`src/design/probe_touch_off_sequencer_assert.svh`:
```
// Assertion macros for the probe touch-off sequencer.
`ifndef PROBE_TOUCH_OFF_SEQUENCER_ASSERT_SVH
`define PROBE_TOUCH_OFF_SEQUENCER_ASSERT_SVH

// Antecedent implies consequent in the same cycle.
`define PTOS_ASSERT_NOW(label, ante, cons, msg) \
   label: assert property (@(posedge clock) disable iff (reset) (ante) |-> (cons)) \
      else $error(msg);

// Antecedent implies consequent in the next cycle.
`define PTOS_ASSERT_NEXT(label, ante, cons, msg) \
   label: assert property (@(posedge clock) disable iff (reset) (ante) |=> (cons)) \
      else $error(msg);

`endif

```
`src/design/ptos_pkg.sv`:
```
// Package: payload types and codes for the probe touch-off sequencer.
`timescale 1ns / 1ps

package ptos_pkg;

   localparam int TICK_BITS_DEFAULT = 20;
   localparam int TIMEOUT_W = 20;
   localparam logic [TIMEOUT_W-1:0] TIMEOUT_RESET = 20'd90000;

   // Request codes
   localparam logic [2:0] FUNC_START      = 3'd0;
   localparam logic [2:0] FUNC_CANCEL     = 3'd1;
   localparam logic [2:0] FUNC_POLL       = 3'd2;
   localparam logic [2:0] FUNC_SET_HERE   = 3'd3;
   localparam logic [2:0] FUNC_INVALIDATE = 3'd4;
   localparam logic [2:0] FUNC_TICK       = 3'd5;

   // Machine state codes
   localparam logic [1:0] MACH_IDLE  = 2'd0;
   localparam logic [1:0] MACH_ALARM = 2'd1;

   // Commands
   localparam logic [2:0] CMD_NONE       = 3'd0;
   localparam logic [2:0] CMD_FAST_PROBE = 3'd1;
   localparam logic [2:0] CMD_RETRACT    = 3'd2;
   localparam logic [2:0] CMD_SLOW_PROBE = 3'd3;
   localparam logic [2:0] CMD_APPLY      = 3'd4;
   localparam logic [2:0] CMD_SET_HERE   = 3'd5;
   localparam logic [2:0] CMD_FEED_HOLD  = 3'd6;

   // Zero lost reasons
   localparam logic [2:0] WHY_NEVER_SET    = 3'd0;
   localparam logic [2:0] WHY_PROBE_FAILED = 3'd5;
   localparam logic [2:0] WHY_CANCELLED    = 3'd6;
   localparam logic [2:0] WHY_UNDEFINED    = 3'd7;

   // Failure codes
   localparam logic [3:0] FAIL_NONE         = 4'd0;
   localparam logic [3:0] FAIL_NO_LINK      = 4'd1;
   localparam logic [3:0] FAIL_ALARM        = 4'd2;
   localparam logic [3:0] FAIL_NOT_IDLE     = 4'd3;
   localparam logic [3:0] FAIL_LINK_LOST    = 4'd4;
   localparam logic [3:0] FAIL_CTRL_ERROR   = 4'd5;
   localparam logic [3:0] FAIL_TIMEOUT      = 4'd6;
   localparam logic [3:0] FAIL_NO_FAST      = 4'd7;
   localparam logic [3:0] FAIL_NO_SLOW      = 4'd8;
   localparam logic [3:0] FAIL_SET_UNPROBED = 4'd9;

   typedef struct packed {
      logic [2:0] func;
      logic       link_up;
      logic [1:0] machine_state;
      logic       queue_synced;
      logic       motion_error;
      logic       probe_result_ready;
      logic       probe_triggered;
      logic [2:0] lost_cause;
   } req_type;

   typedef struct packed {
      logic       accepted;
      logic [2:0] command;
      logic       clear_error;
      logic [2:0] seq_state;
      logic       zero_valid;
      logic [2:0] lost_reason;
      logic [3:0] fail_code;
   } rsp_type;

endpackage

```
`src/design/probe_touch_off_sequencer.sv`:
```
// Top level: two-touch Z probe touch-off sequencer.
// The response is registered: rsp_valid rises in the cycle after a request is accepted.
// Throughput: one request per cycle while responses are taken; the sequence state updates at the accept edge.
// A request is taken while a response waits only if that response is taken too.
// Reset (synchronous): state idle, zero invalid, no failure, tick count 0, timeout 90000.
`timescale 1ns / 1ps
`include "probe_touch_off_sequencer_assert.svh"

module probe_touch_off_sequencer #(
   parameter int TICK_COUNTER_BITS = ptos_pkg::TICK_BITS_DEFAULT
) (
   input  logic                              clock,
   input  logic                              reset,
   input  logic                              req_valid,
   output logic                              req_ready,
   input  ptos_pkg::req_type                 req_data,
   output logic                              rsp_valid,
   input  logic                              rsp_ready,
   output ptos_pkg::rsp_type                 rsp_data,
   input  logic                              csr_wr_en,
   input  logic [ptos_pkg::TIMEOUT_W-1:0]    csr_wr_data
);
   import ptos_pkg::*;

   localparam int CMP_W = (TICK_COUNTER_BITS > TIMEOUT_W) ? TICK_COUNTER_BITS : TIMEOUT_W;

   typedef enum logic [2:0] {
      ST_IDLE    = 3'd0,
      ST_FAST    = 3'd1,
      ST_RETRACT = 3'd2,
      ST_SLOW    = 3'd3,
      ST_APPLY   = 3'd4,
      ST_DONE    = 3'd5,
      ST_FAILED  = 3'd6
   } state_type;

   state_type                    state_ff, state_in;
   logic                         zero_valid_ff, zero_valid_in;
   logic [2:0]                   lost_reason_ff, lost_reason_in;
   logic [3:0]                   fail_code_ff, fail_code_in;
   logic [TICK_COUNTER_BITS-1:0] ticks_ff, ticks_in;
   logic [TIMEOUT_W-1:0]         timeout_ff;
   logic                         rsp_valid_ff;
   rsp_type                      rsp_data_ff, rsp_data_in;
   logic                         busy, req_fire, timed_out;
   logic                         accepted, clear_error;
   logic [2:0]                   command;

   assign req_ready = !rsp_valid_ff || rsp_ready;
   assign req_fire  = req_valid && req_ready;
   assign rsp_valid = rsp_valid_ff;
   assign rsp_data  = rsp_data_ff;

   assign busy      = (state_ff inside {ST_FAST, ST_RETRACT, ST_SLOW, ST_APPLY});
   assign timed_out = CMP_W'(ticks_ff) > CMP_W'(timeout_ff);

   always_comb begin
      state_in       = state_ff;
      zero_valid_in  = zero_valid_ff;
      lost_reason_in = lost_reason_ff;
      fail_code_in   = fail_code_ff;
      ticks_in       = ticks_ff;
      accepted       = 1'b0;
      clear_error    = 1'b0;
      command        = CMD_NONE;
      case (req_data.func)
         FUNC_START: begin
            if (!busy) begin
               if (!req_data.link_up || req_data.machine_state != MACH_IDLE) begin
                  state_in       = ST_FAILED;
                  zero_valid_in  = 1'b0;
                  lost_reason_in = WHY_PROBE_FAILED;
                  if (!req_data.link_up) fail_code_in = FAIL_NO_LINK;
                  else if (req_data.machine_state == MACH_ALARM) fail_code_in = FAIL_ALARM;
                  else fail_code_in = FAIL_NOT_IDLE;
               end else begin
                  fail_code_in  = FAIL_NONE;
                  zero_valid_in = 1'b0;
                  state_in      = ST_FAST;
                  ticks_in      = '0;
                  accepted      = 1'b1;
                  command       = CMD_FAST_PROBE;
               end
            end
         end
         FUNC_CANCEL: begin
            if (busy) begin
               command        = CMD_FEED_HOLD;
               state_in       = ST_IDLE;
               zero_valid_in  = 1'b0;
               lost_reason_in = WHY_CANCELLED;
            end
         end
         FUNC_POLL: begin
            if (busy) begin
               if (!req_data.link_up || req_data.motion_error || timed_out) begin
                  state_in       = ST_FAILED;
                  zero_valid_in  = 1'b0;
                  lost_reason_in = WHY_PROBE_FAILED;
                  if (!req_data.link_up) fail_code_in = FAIL_LINK_LOST;
                  else if (req_data.motion_error) begin
                     fail_code_in = FAIL_CTRL_ERROR;
                     clear_error  = 1'b1;
                  end else fail_code_in = FAIL_TIMEOUT;
               end else if (req_data.queue_synced && req_data.machine_state == MACH_IDLE) begin
                  case (state_ff)
                     ST_FAST, ST_SLOW: begin
                        if (req_data.probe_result_ready) begin
                           if (!req_data.probe_triggered) begin
                              state_in       = ST_FAILED;
                              zero_valid_in  = 1'b0;
                              lost_reason_in = WHY_PROBE_FAILED;
                              fail_code_in   = (state_ff == ST_FAST) ? FAIL_NO_FAST
                                                                     : FAIL_NO_SLOW;
                           end else begin
                              state_in = (state_ff == ST_FAST) ? ST_RETRACT : ST_APPLY;
                              command  = (state_ff == ST_FAST) ? CMD_RETRACT : CMD_APPLY;
                              ticks_in = '0;
                           end
                        end
                     end
                     ST_RETRACT: begin
                        state_in = ST_SLOW;
                        command  = CMD_SLOW_PROBE;
                        ticks_in = '0;
                     end
                     ST_APPLY: begin
                        state_in      = ST_DONE;
                        zero_valid_in = 1'b1;
                        fail_code_in  = FAIL_NONE;
                     end
                     default: ;
                  endcase
               end
            end
         end
         FUNC_SET_HERE: begin
            if (!busy && req_data.link_up) begin
               command       = CMD_SET_HERE;
               zero_valid_in = 1'b1;
               state_in      = ST_DONE;
               fail_code_in  = FAIL_SET_UNPROBED;
            end
         end
         FUNC_INVALIDATE: begin
            zero_valid_in  = 1'b0;
            lost_reason_in = (req_data.lost_cause == WHY_UNDEFINED) ? WHY_CANCELLED
                                                                    : req_data.lost_cause;
            if (busy) state_in = ST_FAILED;
         end
         FUNC_TICK: begin
            if (ticks_ff != '1) ticks_in = ticks_ff + 1'b1;
         end
         default: ;
      endcase

      rsp_data_in.accepted    = accepted;
      rsp_data_in.command     = command;
      rsp_data_in.clear_error = clear_error;
      rsp_data_in.seq_state   = state_in;
      rsp_data_in.zero_valid  = zero_valid_in;
      rsp_data_in.lost_reason = lost_reason_in;
      rsp_data_in.fail_code   = fail_code_in;
   end

   always_ff @(posedge clock) begin
      if (reset) begin
         state_ff       <= ST_IDLE;
         zero_valid_ff  <= 1'b0;
         lost_reason_ff <= WHY_NEVER_SET;
         fail_code_ff   <= FAIL_NONE;
         ticks_ff       <= '0;
         timeout_ff     <= TIMEOUT_RESET;
         rsp_valid_ff   <= 1'b0;
      end else begin
         if (csr_wr_en) timeout_ff <= csr_wr_data;
         if (req_fire) begin
            state_ff       <= state_in;
            zero_valid_ff  <= zero_valid_in;
            lost_reason_ff <= lost_reason_in;
            fail_code_ff   <= fail_code_in;
            ticks_ff       <= ticks_in;
            rsp_valid_ff   <= 1'b1;
         end else if (rsp_ready) begin
            rsp_valid_ff   <= 1'b0;
         end
      end
   end

   always_ff @(posedge clock) begin
      if (req_fire) rsp_data_ff <= rsp_data_in;
   end

   `PTOS_ASSERT_NEXT(a_fire_gives_rsp, req_fire, rsp_valid_ff, "request accepted without response")
   `PTOS_ASSERT_NOW(a_zero_only_done, zero_valid_ff, state_ff == ST_DONE, "zero valid outside done")
   `PTOS_ASSERT_NOW(a_accept_fast, rsp_valid_ff && rsp_data_ff.accepted, state_ff == ST_FAST, "accepted start not in fast probe")
   `PTOS_ASSERT_NOW(a_clear_err_code, rsp_valid_ff && rsp_data_ff.clear_error, rsp_data_ff.fail_code == FAIL_CTRL_ERROR, "clear error without controller error")

endmodule

```
`config.mk`:
```
export PLATFORM = sky130hd
export DESIGN_NAME = probe_touch_off_sequencer
export DESIGN_NICKNAME = d
export VERILOG_FILES = /design/src/design/ptos_pkg.sv /design/src/design/probe_touch_off_sequencer.sv
export VERILOG_INCLUDE_DIRS = /design/src /design/src/design
export SDC_FILE = /design/constraint.sdc
export NUM_CORES = 1
export LEC_CHECK = 0
export ABC_AREA = 1
export BUFFER_PORTS_ARGS = -buffer_cell sky130_fd_sc_hd__clkbuf_2
export CORE_MARGIN = 2
export CORE_UTILIZATION = 50
export CTS_BUF_LIST = sky130_fd_sc_hd__clkbuf_8
export CTS_CLUSTER_DIAMETER = 120
export DETAILED_ROUTE_END_ITERATION = 8
export HOLD_SLACK_MARGIN = 0.08
export PLACE_DENSITY = 0.75
export SLEW_MARGIN = 15
export SYNTH_ARGS = -nofsm -noshare
export SYNTH_HDL_FRONTEND = slang
export SYNTH_SLANG_ARGS = --single-unit
```
`constraint.sdc`:
```
create_clock -name clock -period 2.5 [get_ports clock]
set_input_delay 0 -clock clock [delete_from_list [all_inputs] [get_ports clock]]
set_output_delay 0 -clock clock [all_outputs]
set_load 0.01 [all_outputs]
```
; ---- Word-level counts from Yosys, hierarchy flattened
; Index checks and enable logic that the tools add are counted.
[classes]
add_sub_neg = 1
order_cmp = 1
eq_ne = 21
mux = 74
bitwise_logic = 1
n_reduce_logical = 20
[ops]
columns = op, count
row1 = two-way mux 20 bit, 8
row2 = two-way mux 3 bit, 28
row3 = case mux 20 bit (3 select lines), 1
row4 = case mux 20 bit (2 select lines), 1
row5 = two-way mux 4 bit, 9
row6 = case mux 3 bit (4 select lines), 2
row7 = adder 20 x 1 -> 20 bit (second input constant), 1
row8 = greater-than comparator 20 bit, 1
row9 = != test 20 bit (second input constant), 1
row10 = two-way mux 1 bit, 15
row11 = case mux 3 bit (5 select lines), 1
row12 = equality test 3 x 2 -> 1 bit (second input constant), 4
row13 = equality test 3 bit (second input constant), 4
row14 = != test 2 bit (second input constant), 6
row15 = case mux 4 bit (3 select lines), 1
row16 = AND reduction 11 bit, 1
row17 = != test 3 bit (second input constant), 3
row18 = case mux 3 bit (3 select lines), 1
row19 = case mux 4 bit (2 select lines), 1
row20 = equality test 3 x 1 -> 1 bit (second input constant), 2
row21 = two-way mux 2 bit, 3
row22 = case mux 3 bit (2 select lines), 1
row23 = case mux 1 bit (5 select lines), 1
row24 = logical OR 1 bit, 4
row25 = 12 further kinds, 18
[word_totals]
regBits = 68
in_bits = 38
out_inout_bits = 18

; ---- Depth between registers and ports, before layout
; Gate-level depths: netlist of run 1.
[logic_depth]
ltp_word = 9
mapped_depth = 18

; ---- Worst setup path after synthesis of run 1
; OpenSTA, ideal clock, no wires.
[synth_path]
kind = flip-flop to flip-flop
start = reg ticks_ff[19]
end = reg rsp_data_ff (netlist bit rsp_data[10]), data pin
setup_time_ns = 0.251
t_arrival_ns = 1.682
path_slack_ns = 0.568
stages_incl_launch_ff = 15
n_path_buf = 0
cell_sequence = dfxtp_1 > ha_1 > nand2_1 > nor2_1 > nand2_1 > nor2_1 > nand4_1 > nand2_2 > nand2_2 > nor2_1 > nand2_1 > nand2_1 > nand2_1 > nand2_1 > inv_1
[synth_via]
elab_chain_len = 5
[synth_lines]
columns = element, line
row1 = "start, declared", probe_touch_off_sequencer.sv:41  ; logic [TICK_COUNTER_BITS-1:0] ticks_ff, ticks_in;
row2 = "start signal, assigned", probe_touch_off_sequencer.sv:182  ; ticks_ff <= ticks_in;
row3 = greater-than comparator 20 bit, probe_touch_off_sequencer.sv:55  ; assign timed_out = CMP_W'(ticks_ff) > CMP_W'(timeout_ff);
row4 = logical OR 1 bit, probe_touch_off_sequencer.sv:96  ; if (!req_data.link_up || req_data.motion_error || timed_out) begin
row5 = two-way mux 3 bit, probe_touch_off_sequencer.sv:96
row6 = two-way mux 3 bit, probe_touch_off_sequencer.sv:95  ; if (busy) begin
row7 = case mux 3 bit (5 select lines), probe_touch_off_sequencer.sv:66  ; case (req_data.func)
row8 = named net state_in[2], probe_touch_off_sequencer.sv:37  ; state_type state_ff, state_in;
row9 = "end signal, assigned", probe_touch_off_sequencer.sv:191  ; if (req_fire) rsp_data_ff <= rsp_data_in;
row10 = "end, declared", probe_touch_off_sequencer.sv:44  ; rsp_type rsp_data_ff, rsp_data_in;
; The timed path passes the listed nets, and every way through them passes these cells.
; A chain may end at the register's enable or synchronous reset.

; ---- Worst setup path after layout of run 1
[layout_path]
start = reg ticks_ff[19]
end = reg ticks_ff[2]
[layout_via]
elab_chain_len = 4
word_cells_on_any_way = 6
[layout_lines]
columns = element, line
row1 = greater-than comparator 20 bit, probe_touch_off_sequencer.sv:55
row2 = logical OR 1 bit, probe_touch_off_sequencer.sv:96
row3 = != test 2 bit (no line), n/a
row4 = AND reduction 11 bit (no line) (*), n/a
; Every way passes the cells marked *; elsewhere a longest branch is shown, timed or not.

==> results of run 1 <==
-- how the worst max path moves through the flow --
| stage | slack (ps) | depth (start not counted) | to | start |
|---|---|---|---|---|
| after floorplan | 570 | 14 | rsp_data[10] | ticks_ff[19] |
| after global placement | 270 | 12 | ticks_ff[11] | ticks_ff[19] |
| after detailed placement | 130 | 12 | ticks_ff[11] | ticks_ff[19] |
| after CTS | 100 | 12 | ticks_ff[11] | ticks_ff[19] |
| after global routing | -40 | 15 | ticks_ff[12] | timeout_ff[19] |
| final | 190 | 14 | ticks_ff[2] | ticks_ff[19] |
-- kinds of logic after synthesis --
logic type,after synthesis,synth area share [%]
adder cells (fa/ha/maj),21,5.88
buffers and inverters,120,11.0
AO/OA/AOI/OAI,125,15.4
XOR/XNOR,16,3.14
AND/OR/NAND/NOR,300,30.5
flip-flops,68,34.1
-- layout by cell type (no fill, tap or decap), types with 16 or more instances in the layout --
cell,n
nand3_1,42
a21oi_1,65
nand4_1,16
clkbuf_2,55
nor2_1,62
o21ai_0,35
dfxtp_1,52
nand2_1,140
ha_1,21
dlygate4sd3_1,23
edfxtp_1,16
inv_1,86
-- critical path, cell delays in order (launching register included) --
cell and delay (ps):
dfxtp_1 360, ha_1 320, nand2_1 90, nor2_2 160, nand2_1 100, nor2_2 150, nand2_1 70, nand3_1 90
nand2_2 100, nand2_2 140, nand2_1 130, nand2_1 130, buf_8 180, nand2_1 60, a21oi_1 140
-- through the flow --
stage	setup TNS, ps	instance area [um^2]	setup WS (ps)
2_1_floorplan	0	4470	568
3_3_place_gp	0	4870	268
3_5_place_dp	0	4870	131
4_1_cts	0	5340	104
5_1_grt	-148	5360	-38.1
6_report	0	5360	193
-- state kept, by name (all words and copies together) (netlist names) --
signal / count
timeout_ff: 20
lost_reason_ff: 3
rsp_data: 16
fail_code_ff: 4
zero_valid_ff: 1
ticks_ff: 20
rsp_valid: 1
state_ff: 3
-- Yosys cell counts, types with 2 or more instances --
library cell,n,area share [%]
edfxtp_1,16,11
nand2_2,8,1.1
inv_2,9,0.76
buf_2,3,0.34
xnor2_1,7,1.4
nor3_2,5,1.1
nand4_1,16,2.2
clkinv_1,2,0.17
nand2_1,140,12
o21ai_0,35,3.9
dfxtp_1,52,23
buf_6,2,0.50
ha_1,21,5.9
o21ai_1,10,1.1
nor3b_1,2,0.34
nand3_1,42,4.7
nor4_1,2,0.28
nor2_1,65,5.5
a21oi_1,65,7.3
clkbuf_1,11,0.92
inv_1,86,7.2
nor3_1,11,1.2
o21ai_2,2,0.39
buf_4,5,0.84
xor2_1,9,1.8
-- power by group through the flow --
stage | clock network [uW] | registers (uW) | logic, uW
after floorplan | 0 | 1250 | 319
after global placement | 0 | 1250 | 451
after detailed placement | 0 | 1250 | 458
after CTS | 1120 | 1220 | 487
after global routing | 1170 | 1230 | 563
final | 1120 | 1230 | 500
-- per-layer routing --
| metal | vias to the layer above | share of wire (%) |
|---|---|---|
| li1 | 2304 | - |
| met1 | 2116 | 44 |
| met2 | 182 | 47 |
| met3 | 24 | 6.4 |
| met4 | 0 | 2.1 |
| met5 | - | 0 |
-- area by class of cell --
cell class,instances,area [um^2]
fillers,796,3320
multi-input cells,462,2460
flip-flops and latches,68,1520
repair buffers,93,629
inverters,98,370
well taps,108,135
clock buffers,9,124
clock inverters,7,114
-- repair_timing --
action | CTS | global route
hold buffers | 23 | 0
endpoints found under the setup margin | 0 | 23
hold endpoints to repair | 22 | 0
resized for setup | 0 | 6
==> out/metrics.yaml, run 1 <==
coreArea_um2: 8680
clock-root-buffer: "clkbuf_8"
clkPwrFrac_pct: 39.3
ant_nets: 0
grt_overflow: 0
clkTransAtPathRegs_ps: 80
yosysWarnings: 0
async_flop_share_pct: 0
htreeDepth: 3
p_per_area_nw_per_um2: 530
dp.cells: 806
cts.sinks: 68
die_w_um: 98.5
holdPathEnd: "ticks_ff[1]"
netlist_instances: 650
fmax_mhz: 433
grtUsageMet3_pct: 4.33
worst_pin_slew_ps: 510
grt_pass1_wl_um: 20400
ys.flop_type: "dfxtp_1"
combPwrFrac_pct: 17.6
grt_pass1_vias: 4259
p_int_uw: 2030
r2r_end: "ticks_ff[2]"
synth.distinct_cells: 49
wl_per_cell_um: 14.6
hold_path.class: "input port to flop"
clock_skew_ps: 13.6
final.min_clock_period_ps: 2310
syn_to_final_growth_pct: 19.9
finalHoldViolCount: 0
drc: 0
num_io_pins: 56
clock_latency_ps: 360
nets: 791
sw_frac_of_total_pct: 28.6
n_antenna_cell: 0
irDropWorstVdd_mv: 0.372
ys_seq_area_share_pct: 34.1
cp_max_fo: 20
status: "completed"
worstSetupEndpointType: "flop"
drive_gt1_share_pct: 17.1
post-route-period-util_pct: 92.3
cts_tree: "built"
r2r_slack_ps: 190
cts_buffers: 9
cts_post_setup_buffers_inserted: 0
die_h_um: 98.5
max_slew_margin_pct: 65.9
synth_edf_count: 16
antenna_found_initial: 0
whs_path_depth: 4
cp-start-kind: "flop"
final_cells: 845
use_met2_pct: 42.8
drt-initial-drc-count: 317
io_buffers: 55
dp_hpwl_um: 8940
worstPathRequired_ps: 2770
place_congestion: 1.01
rows: 34
synth.cell_area_um2: 4470
ys_seq_elements: 68
holdWs_ps: 96.0
reg2reg_depth: 14
cap_viol_max_count: 0
hp-start: "req_data[11]"
vias_per_cell: 5.47
gr-usage-met1_pct: 34.5
grt_start_max_net_pins: 37
p_sw_uw: 813
vias: 4626
crit_arrival_ps: 2580
cts_max_path_buffers: 2
critical_path_class: "flop to flop"
dieArea_um2: 9700
syn_avg_cell_area_um2: 6.87
initial_core_util_pct: 51.5
post-route-util_pct: 61.7
seqPwrFrac_pct: 43.1
finalMaxSlewViolations: 0
power_uw: 2840
grt.total_usage_pct: 25.8
wl_um: 12300
synth_nets: 709
r2r-start: "ticks_ff[19]"
p_leak_uw: 0.00247
setup_viol: 0
busiest_layer: "met2"
first_pass_iters: 5
Note: power is estimated with default switching activity, not from simulation.
==> run 2, diff against run 1 <==
- GPL_TIMING_DRIVEN: unset -> 0
==> run 2 against run 1 <==
Effect of this change:
- the run now ends with design-rule violations left
- via count grew 0.80%
- worst setup slack got worse by 3.9 ps
- cell count is 0.59% higher
- sequential power barely moved
- global-route usage rose by 0.59 points
- combinational power increased by 4.4%
- utilization is 0.49 points lower
- critical path depth increased by 1
- flip-flop and latch count did not move
- clock skew down 3.8 ps
- hold slack better by 1.2 ps
- power shrank 6.5%
- critical path type unchanged
==> out/metrics.yaml, run 2 (same netlist as run 1, synthesis figures left out) <==
grt_overflow: 0  # unchanged
coreArea_um2: 8680  # unchanged
vias: 4663  # was 4626
die_h_um: 98.5  # unchanged
cp-start-kind: "flop"  # unchanged
cts_post_setup_buffers_inserted: 0  # unchanged
place_congestion: 0.958  # was 1.01
r2r-start: "ticks_ff[9]"  # was ticks_ff[19]
fin_setup_tns_ps: 0  # unchanged
dp_hpwl_um: 9060  # was 8940 um
power_uw: 2660  # was 2840 uW
holdPathEnd: "rsp_data[4]"  # was ticks_ff[1]
hp-start: "req_data[1]"  # was req_data[11]
final.min_clock_period_ps: 2310  # about the same
cts_tree: "built"  # unchanged
syn_to_final_growth_pct: 19.0  # was 19.9%
wl_per_cell_um: 14.8  # was 14.6 um
cts_buffers: 9  # unchanged
cp_max_fo: 7  # was 20
drt-initial-drc-count: 314  # was 317
cts.sinks: 68  # unchanged
worst_pin_slew_ps: 647  # was 510 ps
final_cells: 850  # was 845
r2r_end: "rsp_data[10]"  # was ticks_ff[2]
whs_path_depth: 4  # unchanged
worstPathRequired_ps: 2600  # was 2770 ps
die_w_um: 98.5  # unchanged
cts_max_path_buffers: 2  # unchanged
max_slew_margin_pct: 56.9  # was 65.9%
placed_area_um2: 4860  # was 4870 um^2
worstSetupEndpointType: "flop"  # unchanged
clkTransAtPathRegs_ps: 80  # about the same
irDropWorstVdd_mv: 0.347  # was 0.372 mV
num_io_pins: 56  # unchanged
drive_gt1_share_pct: 16.0  # was 17.1%
clock_latency_ps: 350  # was 360 ps
cp-startpoint: "ticks_ff[9]"  # was ticks_ff[19]
final_cell_mix: "nand2_1, inv_1, a21oi_1"  # unchanged
fmax_mhz: 433  # about the same
holdWs_ps: 97.2  # was 96.0 ps
grt.total_usage_pct: 26.4  # was 25.8%
clock_skew_ps: 9.87  # was 13.6 ps
grt_pass1_wl_um: 20900  # was 20400 um
htreeDepth: 3  # unchanged
clock-root-buffer: "clkbuf_8"  # unchanged
dp.cells: 810  # was 806
io_buffers: 52  # was 55
wl_um: 12500  # was 12300 um
vias_per_cell: 5.49  # was 5.47
reg2reg_depth: 15  # was 14
rows: 34  # unchanged
finalMaxSlewViolations: 0  # unchanged
ant_nets: 0  # unchanged
grt_start_max_net_pins: 26  # was 37
first_pass_iters: 7  # was 5
hold_path.class: "input port to flop"  # unchanged
finalHoldViolCount: 0  # unchanged
r2r_slack_ps: 190  # about the same
stdcell_area_um2: 5310  # was 5360 um^2
grt_setup_unrepaired: "false"
nets: 796  # was 791
n_antenna_cell: 0  # unchanged
grt_pass1_vias: 4316  # was 4259
drc: 2  # was 0
p_leak_uw: 0.00244  # was 0.00247 uW
critical_path_class: "flop to flop"  # unchanged
final_common_cell: "nand2_1"  # unchanged
setup_viol: 0  # unchanged
crit_arrival_ps: 2410  # was 2580 ps
p_per_area_nw_per_um2: 500  # was 530 nW/um^2
violations: "design-rule violations"
initial_core_util_pct: 51.5  # unchanged
status: "complete, but fails checks"  # was completed
post-route-period-util_pct: 92.4  # was 92.3%
dieArea_um2: 9700  # unchanged
cap_viol_max_count: 0  # unchanged
antenna_found_initial: 0  # unchanged
## run 2: report_power, final
group          internal (uW)  total (uW)  switching, uW
clock network            479         909            431
registers               1190        1220           31.6
logic                    187         522            336
## run 2: layout make-up
type,count,area [um^2]
tap,108,135
inverter,98,370
sequential,68,1520
clock inverter,6,53.8
clock buffer,10,138
fill,810,3370
multi-input combinational,462,2470
buffer,22,124
timing repair buffer,76,500
## run 2: worst max-delay path, stage by stage (launching register included)
cell and delay (ps):
dfxtp_1 510, ha_1 300, nand2_1 70, a21oi_1 50
nor2_1 90, nand2_1 80, nand2_1 60, nand3_1 80
nand2_2 190, nand2_4 100, nor2_2 160, nand2_1 80
nand2_1 60, nand2_1 40, nand2_1 110, inv_1 60
## run 2: how the worst max path moves through the flow
stage	end	slack, ps	cells after the start
after floorplan	rsp_data[10]	570	14
after global placement	lost_reason_ff[0]	-20	7
after detailed placement	rsp_data[10]	130	14
after CTS	rsp_data[10]	90	14
after global routing	ticks_ff[4]	20	14
final	rsp_data[10]	190	15
## run 2: per-stage QoR
step,utilization (%),setup WS [ps]
2_1_floorplan,-,568
3_3_place_gp,56.0,-17.2
3_5_place_dp,56.0,135
4_1_cts,61.0,89.4
5_1_grt,61.2,19.2
6_report,61.2,189
## run 2: timing repair
action,in CTS,in global routing
endpoints found under the hold margin,22,0
endpoints found under the setup margin,0,25
resized for setup,0,7
hold buffers,24,0
## run 2: layer usage
layer | up-vias | GRT usage, % | routed length [um]
met5 | - | 0 | 0
met3 | 26 | 5.25 | 1060
li1 | 2314 | - | -
met2 | 210 | 42.4 | 5780
met4 | 0 | 8.96 | 280
met1 | 2113 | 35.7 | 5420
==> run 3, diff against run 2 <==
- CORE_MARGIN: 2 -> 5
- CORE_UTILIZATION: 50 -> 55
- PLACE_DENSITY: 0.75 -> 0.81
==> run 3 against run 2 <==
Effect of this change:
- the flow now finishes without violations
- clock power rose by 11%
- utilization rose by 7.2 points
- cell count fell by 0.59%
- largest power group unchanged
- global-route usage fell by 1.1 points
- hold slack got worse by 2.2 ps
- largest cell class unchanged
- via count rose by 0.26%
- final area rose by 0.49%
==> out/metrics.yaml, run 3 (same netlist as run 1, synthesis figures left out) <==
status: "completed"  # was complete, but fails checks
dp_hpwl_um: 9000  # was 9060 um
p_sw_uw: 823  # was 798 uW
vias: 4675  # was 4663
n_antenna_cell: 0  # unchanged
rows: 32  # was 34
critical_path_class: "flop to flop"  # unchanged
io_buffers: 52  # unchanged
fmax_mhz: 429  # was 433 MHz
grt_start_max_net_pins: 26  # unchanged
wl_per_cell_um: 14.7  # was 14.8 um
drive_gt1_share_pct: 15.9  # was 16.0%
seqPwrFrac_pct: 44.3  # was 46.1%
holdWs_ps: 94.9  # was 97.2 ps
path_cells: "ha_1, nand2_1, nor2_1, nand2_1, nor2_1, nand4_1, nand2_4, nand2_4, nor2_2, nand2_1, nand2_1, nand2_1, nand2_1, inv_1"  # was ha_1, nand2_1, a21oi_1, nor2_1, nand2_1, nand2_1, nand3_1, nand2_2, nand2_4, nor2_2, nand2_1, nand2_1, nand2_1, nand2_1, inv_1
hold_path.class: "input port to flop"  # unchanged
antenna_found_initial: 0  # unchanged
drc: 0  # was 2
seqCellArea_um2: 1520  # unchanged
clkTransAtPathRegs_ps: 80  # about the same
clock_skew_ps: 9.93  # was 9.87 ps
nets: 797  # was 796
worstSetupEndpointType: "flop"  # unchanged
cp-start-kind: "flop"  # unchanged
cts.sinks: 68  # unchanged
vias_per_cell: 5.53  # was 5.49
combPwrFrac_pct: 19.0  # was 19.7%
setup_viol: 0  # unchanged
cp_common_cell: "nand2_1"  # unchanged
cts_tree: "built"  # unchanged
finalHoldViolCount: 0  # unchanged
final_cells: 845  # was 850
cap_viol_max_count: 0  # unchanged
post-route-period-util_pct: 93.3  # was 92.4%
irDropWorstVdd_mv: 0.419  # was 0.347 mV
finalMaxSlewViolations: 0  # unchanged
sw_frac_of_total_pct: 29.8  # was 30.0%
wl_um: 12400  # was 12500 um
final_cell_mix: "nand2_1, inv_1, a21oi_1"  # unchanged
dieArea_um2: 10000  # was 9700 um^2
critical-path-max-stage-delay_ps: 380  # was 510 ps
htreeDepth: 3  # unchanged
first_pass_iters: 5  # was 7
grt_overflow: 0  # unchanged
num_io_pins: 56  # unchanged
grt_pass1_vias: 4316  # unchanged
die_w_um: 100  # was 98.5 um
cts_max_path_buffers: 2  # unchanged
n_fill_cell: 644  # was 810
place_congestion: 0.966  # was 0.958
p_per_area_nw_per_um2: 517  # was 500 nW/um^2
syn_to_final_growth_pct: 19.6  # was 19.0%
final_common_cell: "nand2_1"  # unchanged
drt-initial-drc-count: 388  # was 314
coreArea_um2: 7810  # was 8680 um^2
worstPathRequired_ps: 2610  # was 2600 ps
clock-root-buffer: "clkbuf_8"  # unchanged
p_leak_uw: 0.00245  # was 0.00244 uW
cp_max_fo: 6  # was 7
die_h_um: 100  # was 98.5 um
worst_pin_slew_ps: 694  # was 647 ps
clkPwrFrac_pct: 36.7  # was 34.2%
grt_pass1_wl_um: 20400  # was 20900 um
grt.total_usage_pct: 25.3  # was 26.4%
p_int_uw: 1940  # was 1860 uW
crit_slowest_cell: "dfxtp_1"  # unchanged
cts_buffers: 9  # unchanged
crit_arrival_ps: 2440  # was 2410 ps
multiInputGateArea_um2: 2470  # unchanged
initial_core_util_pct: 57.2  # was 51.5%
ant_nets: 0  # unchanged
dp.cells: 804  # was 810
final.min_clock_period_ps: 2330  # was 2310 ps
max_slew_margin_pct: 53.7  # was 56.9%
clock_latency_ps: 350  # about the same
-- run 3: changes by cell type in the layout (fill, tap and decap cells not counted) --
cell           change
clkinv_2           -1
nand2_2            -1
dlygate4sd3_1      +1
nor2_1             +2
nand2_4            +1
clkinvlp_4         +1
bufinv_16          +1
nor2_2             -2
clkinv_1           -1
clkbuf_8           -1
clkinv_4           +1
-- run 3: worst max-delay path, delay by kind of cell, from the launching register on --
kind	cells	cell delay, ps
and+or+nand+nor	12	1320
DFF	1	380
buffers and inverters	1	50
adders and majority gates	1	330
-- run 3: metrics by stage --
stage	power (uW)	utilization [%]	TNS, ps	area (um^2)	setup WS (ps)
2_1_floorplan	1570	-	0	4470	568
3_3_place_gp	1710	62.2	0	4850	49.3
3_5_place_dp	1720	62.2	0	4850	165
4_1_cts	2750	68.1	0	5320	114
5_1_grt	2880	68.4	-4.20	5340	-4.20
6_report	2760	68.4	0	5340	167
-- run 3: final cells by class --
| class | count | share of cell area, % |
|---|---|---|
| Timing Repair Buffer | 77 | 9.56 |
| Clock buffer | 9 | 2.32 |
| Buffer | 22 | 2.32 |
| Inverter | 98 | 6.94 |
| Sequential cell | 68 | 28.5 |
| Multi-Input combinational cell | 462 | 46.2 |
| Tap cell | 102 | 2.39 |
| Clock inverter | 7 | 1.71 |
-- run 3: final timing paths --
| kind | to | depth (start not counted) | slack, ps | startpoint |
|---|---|---|---|---|
| max | rsp_data[10] | 14 | 170 | ticks_ff[19] |
| max reg2reg | rsp_data[10] | 14 | 170 | ticks_ff[19] |
| min | rsp_data[4] | 4 | 90 | req_data[1] |
| min reg2reg | timeout_ff[15] | 2 | 470 | timeout_ff[15] |
-- run 3: what timing repair did --
action,CTS,global route
setup buffers,0,0
resized for setup,0,6
hold buffers,25,0
endpoints found under the hold margin,23,0
setup endpoints to repair,0,23
-- run 3: metal layers --
| metal | wire (um) | global-route usage [%] | up-vias |
|---|---|---|---|
| li1 | - | - | 2313 |
| met5 | 0 | 0 | - |
| met1 | 5600 | 36.0 | 2109 |
| met4 | 162 | 8.50 | 0 |
| met2 | 5540 | 38.8 | 236 |
| met3 | 1140 | 4.45 | 17 |
-- run 3: power groups by stage --
stage	clock, uW	sequential [uW]	combinational (uW)
final	1010	1220	525
after global routing	1060	1230	582
after CTS	1010	1220	510
after detailed placement	0	1250	477
after global placement	0	1250	465
after floorplan	0	1250	319
